File: config.mk
export PLATFORM = sky130hd
export DESIGN_NAME = scalar_kalman_filter
export DESIGN_NICKNAME = d
export VERILOG_FILES = /design/src/sv/skf_pkg.sv /design/src/sv/skf_smul.sv /design/src/sv/skf_div.sv /design/src/sv/scalar_kalman_filter.sv
export SDC_FILE = /design/constraint.sdc
export NUM_CORES = 2
export LEC_CHECK = 0
export BUFFER_PORTS_ARGS = -buffer_cell sky130_fd_sc_hd__buf_2
export CAP_MARGIN = 15
export CORE_MARGIN = 5
export CORE_UTILIZATION = 49
export DETAILED_ROUTE_END_ITERATION = 7
export PLACE_DENSITY = 0.69
export SETUP_SLACK_MARGIN = 0.4
export SYNTH_ARGS = -nofsm -noshare
export SYNTH_HDL_FRONTEND = slang
export SYNTH_SLANG_ARGS = --single-unit
File: constraint.sdc
create_clock -name i_clk -period 8.2 [get_ports i_clk]
set_input_delay 1.23 -clock i_clk [delete_from_list [all_inputs] [get_ports i_clk]]
set_output_delay 1.23 -clock i_clk [all_outputs]
set_load 0.05 [all_outputs]
File: src/sv/skf_pkg.sv
`timescale 1ns / 1ps
// ----------------------------------------------------------------------------
// skf_pkg: shared constants for the scalar Kalman filter
// Parameter defaults, register indexes and register reset values.
// ----------------------------------------------------------------------------
package skf_pkg;

    localparam int FRAC_BITS_DEF  = 16;
    localparam int DATA_WIDTH_DEF = 32;

    localparam int CFG_ADDR_W = 2;

    localparam logic [CFG_ADDR_W-1:0] REG_MEAS_ERR   = 2'd0;
    localparam logic [CFG_ADDR_W-1:0] REG_INIT_ERR   = 2'd1;
    localparam logic [CFG_ADDR_W-1:0] REG_PROC_NOISE = 2'd2;

    localparam logic [63:0] MEAS_ERR_RST   = 64'd65536;
    localparam logic [63:0] INIT_ERR_RST   = 64'd65536;
    localparam logic [63:0] PROC_NOISE_RST = 64'd655;

endpackage

File: src/sv/skf_smul.sv
`timescale 1ns / 1ps
// ----------------------------------------------------------------------------
// skf_smul: bit-serial shift-add multiplier
// Unsigned i_a * i_b, one multiplier bit per cycle, LSB first.
// ----------------------------------------------------------------------------
module skf_smul import skf_pkg::*; #(
    parameter int A_W = DATA_WIDTH_DEF + 1,
    parameter int B_W = FRAC_BITS_DEF + 1
) (
    input  logic               i_clk,
    input  logic               i_rst_n,
    input  logic               i_start,
    input  logic [A_W-1:0]     i_a,
    input  logic [B_W-1:0]     i_b,
    output logic               o_done,
    output logic [A_W+B_W-1:0] o_prod
);

    localparam int CNT_W = (B_W > 1) ? $clog2(B_W) : 1;

    logic [A_W-1:0]     r_a;
    logic [A_W+B_W-1:0] r_p;
    logic [CNT_W-1:0]   r_cnt;
    logic               r_busy;
    logic               r_done;
    logic [A_W:0]       w_sum;

    // partial product in the upper bits, unused multiplier bits shift out below
    assign w_sum = {1'b0, r_p[A_W+B_W-1:B_W]} + (r_p[0] ? {1'b0, r_a} : '0);

    always_ff @(posedge i_clk) begin
        if (!i_rst_n) begin
            r_busy <= 1'b0;
            r_done <= 1'b0;
            r_cnt  <= '0;
        end else begin
            r_done <= 1'b0;
            if (i_start) begin
                r_a    <= i_a;
                r_p    <= {{A_W{1'b0}}, i_b};
                r_cnt  <= '0;
                r_busy <= 1'b1;
            end else if (r_busy) begin
                r_p   <= {w_sum, r_p[B_W-1:1]};
                r_cnt <= r_cnt + 1'b1;
                if (r_cnt == CNT_W'(B_W - 1)) begin
                    r_busy <= 1'b0;
                    r_done <= 1'b1;
                end
            end
        end
    end

    assign o_done = r_done;
    assign o_prod = r_p;

endmodule

File: src/sv/skf_div.sv
`timescale 1ns / 1ps
// ----------------------------------------------------------------------------
// skf_div: serial restoring divider for the gain
// floor(num * 2^FB / den) with num <= den, one quotient bit per cycle.
// A zero denominator gives a zero quotient.
// ----------------------------------------------------------------------------
module skf_div import skf_pkg::*; #(
    parameter int DW = DATA_WIDTH_DEF,
    parameter int FB = FRAC_BITS_DEF
) (
    input  logic          i_clk,
    input  logic          i_rst_n,
    input  logic          i_start,
    input  logic [DW-1:0] i_num,
    input  logic [DW:0]   i_den,
    output logic          o_done,
    output logic [FB:0]   o_quot
);

    localparam int CNT_W = $clog2(FB + 1);

    logic [DW:0]      r_r;
    logic [DW:0]      r_den;
    logic [FB:0]      r_q;
    logic [CNT_W-1:0] r_cnt;
    logic             r_zero;
    logic             r_busy;
    logic             r_done;
    logic [DW+1:0]    w_rs;
    logic [DW+1:0]    w_diff;
    logic             w_ge;

    // integer bit first (no shift), then FB fraction bits
    assign w_rs   = (r_cnt == '0) ? {1'b0, r_r} : {r_r, 1'b0};
    assign w_diff = w_rs - {1'b0, r_den};
    assign w_ge   = (w_rs >= {1'b0, r_den});

    always_ff @(posedge i_clk) begin
        if (!i_rst_n) begin
            r_busy <= 1'b0;
            r_done <= 1'b0;
            r_cnt  <= '0;
            r_zero <= 1'b0;
            r_q    <= '0;
        end else begin
            r_done <= 1'b0;
            if (i_start) begin
                r_r    <= {1'b0, i_num};
                r_den  <= i_den;
                r_zero <= (i_den == '0);
                r_q    <= '0;
                r_cnt  <= '0;
                r_busy <= 1'b1;
            end else if (r_busy) begin
                r_r   <= w_ge ? w_diff[DW:0] : w_rs[DW:0];
                r_q   <= {r_q[FB-1:0], w_ge};
                r_cnt <= r_cnt + 1'b1;
                if (r_cnt == CNT_W'(FB)) begin
                    r_busy <= 1'b0;
                    r_done <= 1'b1;
                end
            end
        end
    end

    assign o_done = r_done;
    assign o_quot = r_zero ? '0 : r_q;

endmodule

File: src/sv/scalar_kalman_filter.sv
`timescale 1ns / 1ps
// ----------------------------------------------------------------------------
// scalar_kalman_filter: one-dimensional Kalman filter, fixed point
// Gain K = E / (E + M), estimate X += K * (z - X),
// error E = (1 - K) * E + |dX| * Q, saturating.
// ----------------------------------------------------------------------------
// channel   dir  fields (low bit first)                  transfer
// s_axis    in   measurement                             tvalid & tready
// m_axis    out  estimate, gain, estimate_error          tvalid & tready
// cfg       in   index / data (0 M, 1 E0, 2 Q)           i_cfg_we
//
// Each item passes the serial divider, the two gain multiplies (run side
// by side) and the process-noise multiply (DATA_WIDTH bits), one after
// the other.
// Reset is synchronous; no clearing pass, s_axis ready right after reset.
// A held result does not block the next transfer in; the result of that
// item waits in its last step until the output register frees up.
// ----------------------------------------------------------------------------
module scalar_kalman_filter import skf_pkg::*; #(
    parameter int FRAC_BITS  = FRAC_BITS_DEF,
    parameter int DATA_WIDTH = DATA_WIDTH_DEF
) (
    input  logic                  i_clk,
    input  logic                  i_rst_n,
    input  logic                  s_axis_tvalid,
    output logic                  s_axis_tready,
    // measurement
    input  logic [((DATA_WIDTH+7)/8)*8-1:0] s_axis_tdata,
    output logic                  m_axis_tvalid,
    input  logic                  m_axis_tready,
    // estimate, gain, estimate_error, zero pad
    output logic [((2*DATA_WIDTH+FRAC_BITS+1+7)/8)*8-1:0] m_axis_tdata,
    input  logic                  i_cfg_we,
    input  logic [CFG_ADDR_W-1:0] i_cfg_addr,
    input  logic [DATA_WIDTH-1:0] i_cfg_data
);

    localparam int DW    = DATA_WIDTH;
    localparam int FB    = FRAC_BITS;
    localparam int OUT_W = ((2*DW+FB+1+7)/8)*8;
    localparam int PA_W  = DW + FB + 2;
    localparam int PB_W  = DW + FB + 1;
    localparam int PC_W  = 2*DW + 1;

    localparam logic [FB:0] ONE_K = (FB+1)'(1) << FB;

    localparam logic [2:0] ST_IDLE = 3'd0;
    localparam logic [2:0] ST_DIV  = 3'd1;
    localparam logic [2:0] ST_MULA = 3'd2;
    localparam logic [2:0] ST_STEP = 3'd3;
    localparam logic [2:0] ST_MULB = 3'd4;
    localparam logic [2:0] ST_DONE = 3'd5;

    logic [2:0]    r_state;
    logic [2:0]    n_state;
    logic [DW-1:0] r_meas_err;
    logic [DW-1:0] r_proc_noise;
    logic [DW-1:0] r_x;
    logic [DW-1:0] r_e;
    logic [FB:0]   r_k;
    logic [DW:0]   r_innov;
    logic          r_neg;
    logic [DW:0]   r_mag;
    logic [DW:0]   r_step;
    logic [DW-1:0] r_t1;
    logic [DW-1:0] r_t2;
    logic [DW-1:0] r_xn;
    logic          r_o_valid;
    logic [DW-1:0] r_o_est;
    logic [FB:0]   r_o_gain;
    logic [DW-1:0] r_o_err;

    logic          w_in_acc;
    logic          w_out_free;
    logic [DW-1:0] w_z;
    logic [DW:0]   w_innov;
    logic [DW:0]   w_den;
    logic          w_div_done;
    logic [FB:0]   w_quot;
    logic          w_mul_start;
    logic [FB:0]   w_one_minus_k;
    logic          w_ma_done;
    logic          w_mb_done;
    logic          w_mc_done;
    logic [PA_W-1:0] w_pa;
    logic [PB_W-1:0] w_pb;
    logic [PC_W-1:0] w_pc;
    logic [PA_W:0]   w_ra;
    logic [PB_W:0]   w_rb;
    logic [PC_W:0]   w_rc;
    logic [PA_W-FB:0] w_sa;
    logic [PB_W-FB:0] w_sb;
    logic [PC_W-FB:0] w_sc;
    logic [DW:0]   w_step;
    logic [DW-1:0] w_t1;
    logic [DW-1:0] w_t2;
    logic [DW:0]   w_sum;
    logic [DW-1:0] w_err;
    logic [DW:0]   w_xe;
    logic [DW:0]   w_xn;

    assign s_axis_tready = (r_state == ST_IDLE);
    assign w_in_acc      = s_axis_tvalid & s_axis_tready;
    assign w_out_free    = !r_o_valid | m_axis_tready;

    assign w_z     = s_axis_tdata[DW-1:0];
    assign w_innov = {w_z[DW-1], w_z} - {r_x[DW-1], r_x};
    assign w_den   = {1'b0, r_e} + {1'b0, r_meas_err};

    assign w_mul_start   = (r_state == ST_DIV) & w_div_done;
    assign w_one_minus_k = ONE_K - w_quot;

    skf_div #(
        .DW (DW),
        .FB (FB)
    ) u_div (
        .i_clk   (i_clk),
        .i_rst_n (i_rst_n),
        .i_start (w_in_acc),
        .i_num   (r_e),
        .i_den   (w_den),
        .o_done  (w_div_done),
        .o_quot  (w_quot)
    );

    // |innovation| * K
    skf_smul #(
        .A_W (DW + 1),
        .B_W (FB + 1)
    ) u_mul_step (
        .i_clk   (i_clk),
        .i_rst_n (i_rst_n),
        .i_start (w_mul_start),
        .i_a     (r_mag),
        .i_b     (w_quot),
        .o_done  (w_ma_done),
        .o_prod  (w_pa)
    );

    // E * (1 - K)
    skf_smul #(
        .A_W (DW),
        .B_W (FB + 1)
    ) u_mul_err (
        .i_clk   (i_clk),
        .i_rst_n (i_rst_n),
        .i_start (w_mul_start),
        .i_a     (r_e),
        .i_b     (w_one_minus_k),
        .o_done  (w_mb_done),
        .o_prod  (w_pb)
    );

    // |dX| * Q
    skf_smul #(
        .A_W (DW + 1),
        .B_W (DW)
    ) u_mul_noise (
        .i_clk   (i_clk),
        .i_rst_n (i_rst_n),
        .i_start (r_state == ST_STEP),
        .i_a     (r_step),
        .i_b     (r_proc_noise),
        .o_done  (w_mc_done),
        .o_prod  (w_pc)
    );

    // round half up, then drop FB fraction bits
    assign w_ra = {1'b0, w_pa} + ((PA_W+1)'(1) << (FB - 1));
    assign w_rb = {1'b0, w_pb} + ((PB_W+1)'(1) << (FB - 1));
    assign w_rc = {1'b0, w_pc} + ((PC_W+1)'(1) << (FB - 1));
    assign w_sa = w_ra[PA_W:FB];
    assign w_sb = w_rb[PB_W:FB];
    assign w_sc = w_rc[PC_W:FB];

    assign w_step = (w_sa > {2'b00, r_mag}) ? r_mag : w_sa[DW:0];
    assign w_t1   = (|w_sb[PB_W-FB:DW]) ? '1 : w_sb[DW-1:0];
    assign w_t2   = (|w_sc[PC_W-FB:DW]) ? '1 : w_sc[DW-1:0];

    assign w_sum = {1'b0, r_t1} + {1'b0, r_t2};
    assign w_err = w_sum[DW] ? '1 : w_sum[DW-1:0];

    // new estimate lies between X and z, so the low DW bits are exact
    assign w_xe = {r_x[DW-1], r_x};
    assign w_xn = r_neg ? (w_xe - r_step) : (w_xe + r_step);

    always_comb begin
        n_state = r_state;
        case (r_state)
            ST_IDLE: if (w_in_acc)    n_state = ST_DIV;
            ST_DIV:  if (w_div_done)  n_state = ST_MULA;
            ST_MULA: if (w_ma_done)   n_state = ST_STEP;
            ST_STEP:                  n_state = ST_MULB;
            ST_MULB: if (w_mc_done)   n_state = ST_DONE;
            ST_DONE: if (w_out_free)  n_state = ST_IDLE;
            default:                  n_state = ST_IDLE;
        endcase
    end

    always_ff @(posedge i_clk) begin
        if (!i_rst_n) begin
            r_state      <= ST_IDLE;
            r_meas_err   <= MEAS_ERR_RST[DW-1:0];
            r_proc_noise <= PROC_NOISE_RST[DW-1:0];
            r_x          <= '0;
            r_e          <= INIT_ERR_RST[DW-1:0];
            r_k          <= '0;
            r_o_valid    <= 1'b0;
        end else begin
            r_state <= n_state;

            if (w_in_acc) begin
                r_innov <= w_innov;
            end
            if (r_state == ST_DIV) begin
                r_neg <= r_innov[DW];
                r_mag <= r_innov[DW] ? (~r_innov + 1'b1) : r_innov;
            end
            if (w_mul_start) begin
                r_k <= w_quot;
            end
            if ((r_state == ST_MULA) && w_ma_done) begin
                r_step <= w_step;
                r_t1   <= w_t1;
            end
            if (r_state == ST_STEP) begin
                r_xn <= w_xn[DW-1:0];
            end
            if ((r_state == ST_MULB) && w_mc_done) begin
                r_t2 <= w_t2;
            end

            if ((r_state == ST_DONE) && w_out_free) begin
                r_o_valid <= 1'b1;
                r_o_est   <= r_xn;
                r_o_gain  <= r_k;
                r_o_err   <= w_err;
                r_x       <= r_xn;
                r_e       <= w_err;
            end else if (m_axis_tready) begin
                r_o_valid <= 1'b0;
            end

            if (i_cfg_we) begin
                case (i_cfg_addr)
                    REG_MEAS_ERR:   r_meas_err   <= i_cfg_data;
                    REG_INIT_ERR:   r_e          <= i_cfg_data;
                    REG_PROC_NOISE: r_proc_noise <= i_cfg_data;
                    default:        ;
                endcase
            end
        end
    end

    assign m_axis_tvalid = r_o_valid;
    assign m_axis_tdata  = OUT_W'({r_o_err, r_o_gain, r_o_est});

    a_div_done_in_div: assert property (@(posedge i_clk) disable iff (!i_rst_n)
        w_div_done |-> (r_state == ST_DIV))
        else $error("divider finished outside the divide step");

    a_gain_muls_aligned: assert property (@(posedge i_clk) disable iff (!i_rst_n)
        w_ma_done == w_mb_done)
        else $error("gain multipliers out of step");

    a_gain_at_most_one: assert property (@(posedge i_clk) disable iff (!i_rst_n)
        r_o_valid |-> (r_o_gain <= ONE_K))
        else $error("gain above one");

    a_result_from_done: assert property (@(posedge i_clk) disable iff (!i_rst_n)
        $rose(r_o_valid) |-> ($past(r_state) == ST_DONE))
        else $error("result presented without finishing an item");

endmodule
==> summary.txt <==
Cells and area
  • Area Overhead vs Synth: 11.4%
  • N_diodes: 0
  • Layout cells sized above 1: 9.29%
  • Fill count: 8,173
  • Max FFs per register: 65
  • Net total in the final layout: 5,100

Power and ir drop
  • PD cells: 185 mW/mm²
  • Clock power frac: 44.2%
  • Comb pwr share: 8.7%
  • Lkg Pwr: 19.7 nW
  • Sw frac: 23.9%
  • VDD IR max: 0.169 mV
  • Internal: 0.00721 W
  • Sequential power share: 47.1%
  • Final Total Pwr: 0.00948 W
  • Net Sw Power: 0.00227 W

Clock network
  • Clk_lat worst skew: 680 ps
  • Num CTS Buffers: 88
  • H-tree depth: 3
  • Root Buffer: clkbuf_16
  • Post-CTS resize count: 0
  • Clk slew on worst S/H paths: 60 ps
  • Buffer count from post-CTS setup fixing: 0
  • Max Root-Sink Buffers: 3
  • Clk sinks: 799
  • CTS tree: yes
  • Hold Buf Count CTS: 0

Floorplanning
  • Initial Utilization: 49.2%
  • Die area: 0.0999 mm²
  • Die W: 316 µm
  • I/O pin count: 161
  • Core area: 0.0932 mm²
  • # rows: 112
  • Die height: 316 µm

STA
  • Max-slew violations: 0
  • Min Clock Period, post-route: 5470 ps
  • Unrepaired setup endpoints after global routing: false
  • Fmax: 183 MHz
  • Final Setup Violations: 0
  • Clock Skew: 36.3 ps
  • Worst rel slew slack: 24.1%
  • Count of final hold-check violations: 0
  • Final TNS setup: 0 ps
  • Final period utilization: 66.8%
  • Worst-margin pin slew: 1140 ps

Run status
  • Status: finished, final reports clean

Detailed routing
  • Via count: 34,800
  • WL/cell: 19.9 µm
  • DRC viols: 0
  • Antenna-violating nets left: 0
  • First drt pass iteration count: 6
  • Iteration-0 DRC Markers: 2,659
  • Total Wirelength: 121,000 µm
  • Vias per cell: 5.75

Global route
  • Number of global-route vias before repair: 33,300
  • Overflow after GRT: 0
  • First-pass GRT wire length: 185,000 µm
  • Initial antenna violation count: 2
  • Gr usage total: 23.5%
  • Pin count of the biggest net entering global routing: 70

Logic synthesis
  • Synth Register Bits: 799
  • Sequential area share after synthesis: 48.0%
  • Mapped Avg Cell Area: 10.0 µm²
  • Mapped Area: 0.0459 mm²
  • Post-synth EDFFs: 605
  • Synth unique cells: 83
  • YS warnings: 0
  • Cells after Synth: 4,588
  • Synth Flop Type: edfxtp_1
  • Asr flop ratio synth: 0%

Place
  • # port buffers: 153
  • GP Congestion: 0.929
  • Detailed Place HPWL: 87,600 µm

Job
  • Max-Cap Viols: 0

Setup path
  • Path depth of the worst reg2reg path: 18
  • Top fanout value on the critical path: 34
  • Worst Setup Start Kind: register
  • Critical Path RT: 8580 ps
  • CP endpoint kind: register
  • Crit path arrival time: 5860 ps
  • Kind of critical path: reg2reg

Hold path
  • Hold path depth: 0
  • Worst hold path type: reg2reg
## synthesized netlist by cell type, types with 68 or more instances
cell type / count / area share, %
dfxtp_1: 194 / 8.5
a21oi_1: 349 / 3.8
ha_1: 305 / 8.3
xor2_1: 138 / 2.6
inv_1: 200 / 1.6
o21ai_0: 186 / 2.0
edfxtp_1: 605 / 40
a21o_1: 109 / 1.8
and2_1: 111 / 1.5
nand2_1: 585 / 4.8
xnor2_1: 243 / 4.6
clkbuf_1: 140 / 1.1
mux2i_1: 68 / 1.5
nand3_1: 132 / 1.4
nor2_1: 397 / 3.2
nor3_1: 84 / 0.92
## power by group through the flow
stage	combinational [W]	sequential, W	clock, W
after floorplan	0.000628	0.00452	0
after global placement	0.000800	0.00455	0
after global routing	0.000908	0.00447	0.00444
after CTS	0.000817	0.00446	0.00427
after detailed placement	0.000811	0.00455	0
final	0.000824	0.00446	0.00419
## layout make-up
cell class / instances / area (µm²) / share of cell area (%)
Clock inverter: 43 / 586 / 1.15
Tap cell: 1254 / 1570 / 3.07
Inverter: 200 / 753 / 1.47
Multi-Input combinational cell: 3435 / 22600 / 44.3
Sequential cell: 799 / 22100 / 43.1
Timing Repair Buffer: 192 / 1060 / 2.07
Clock buffer: 121 / 2480 / 4.85
## stage by stage
step / util (%) / setup slack, ps / area (µm²) / hold slack [ps] / instances
finish: 54.9 / 2730 / 51100 / 433 / 6044
global route: 54.9 / 2370 / 51100 / 444 / 6044
CTS: 54.9 / 2880 / 51100 / 435 / 6044
detailed placement: 51.6 / 2930 / 48100 / 422 / 5880
global placement: 51.6 / 3040 / 48100 / 420 / 5880
floorplan: - / 2250 / 45900 / 400 / 4594
## logic make-up (layout without fill, tap and decap cells)
family,after synthesis,in the layout,share of synthesized area (%)
AOI/OAI and AO/OA,977,977,13.5
xor gates and xnor gates,381,381,7.27
adders and majority gates,313,313,8.66
buffers and inverters,360,556,3.01
DFF,799,799,48.0
muxes,135,135,3.13
other,1,7,0.00817
and+or+nand+nor,1622,1622,16.4
## final timing paths
path                                from                 endpoint  slack [ps]
min                  r_k[6]$_SDFFE_PN0P_    r_o_gain[6]$_DFFE_PP_         430
max          u_div.r_cnt[0]$_SDFFE_PP0P_  u_div.r_r[11]$_DFFE_PP_        2730
max reg2reg  u_div.r_cnt[0]$_SDFFE_PP0P_  u_div.r_r[11]$_DFFE_PP_        2730
min reg2reg          r_k[6]$_SDFFE_PN0P_    r_o_gain[6]$_DFFE_PP_         430
## critical path, stage by stage, from the launching register on
cell and delay, ps:
dfxtp_1 340, inv_1 70, ha_1 150, nor4b_2 200, buf_4 450, mux2_2 420, ha_1 360, nor2b_1 160
o21a_1 140, o21ai_0 120, a211oi_1 570, o21ai_0 210, a31oi_1 340, inv_1 80, o21ai_0 320, a41o_1 400
buf_4 460, mux2i_1 260, a21oi_1 90
## placed cells by master (no fill, tap or decap), drive strengths merged, types with 19 or more instances in the layout
cell / n
a211oi: 30
a21o: 110
a21oi: 349
a22o: 26
a22oi: 19
a31oi: 30
and2: 112
and3: 42
buf: 192
clkbuf: 121
clkinv: 24
dfxtp: 194
edfxtp: 605
ha: 305
inv: 206
mux2: 67
mux2i: 68
nand2: 585
nand2b: 49
nand3: 132
nand4: 58
nor2: 397
nor2b: 55
nor3: 84
nor4: 20
o211ai: 21
o21a: 39
o21ai: 190
o21bai: 23
o31ai: 25
or3: 21
xnor2: 243
xor2: 138
## layer usage
metal / share of wire (%) / up-vias / GRT usage [%] / wire length, µm
met1: 41 / 16700 / 29.4 / 49500
met4: 5.1 / 0 / 11.3 / 6170
met3: 5.9 / 266 / 4.05 / 7120
met2: 48 / 1027 / 39.7 / 57800
li1: - / 16800 / - / -
met5: 0 / - / 0 / 0
No activity file was read; power rests on OpenSTA's default activity.
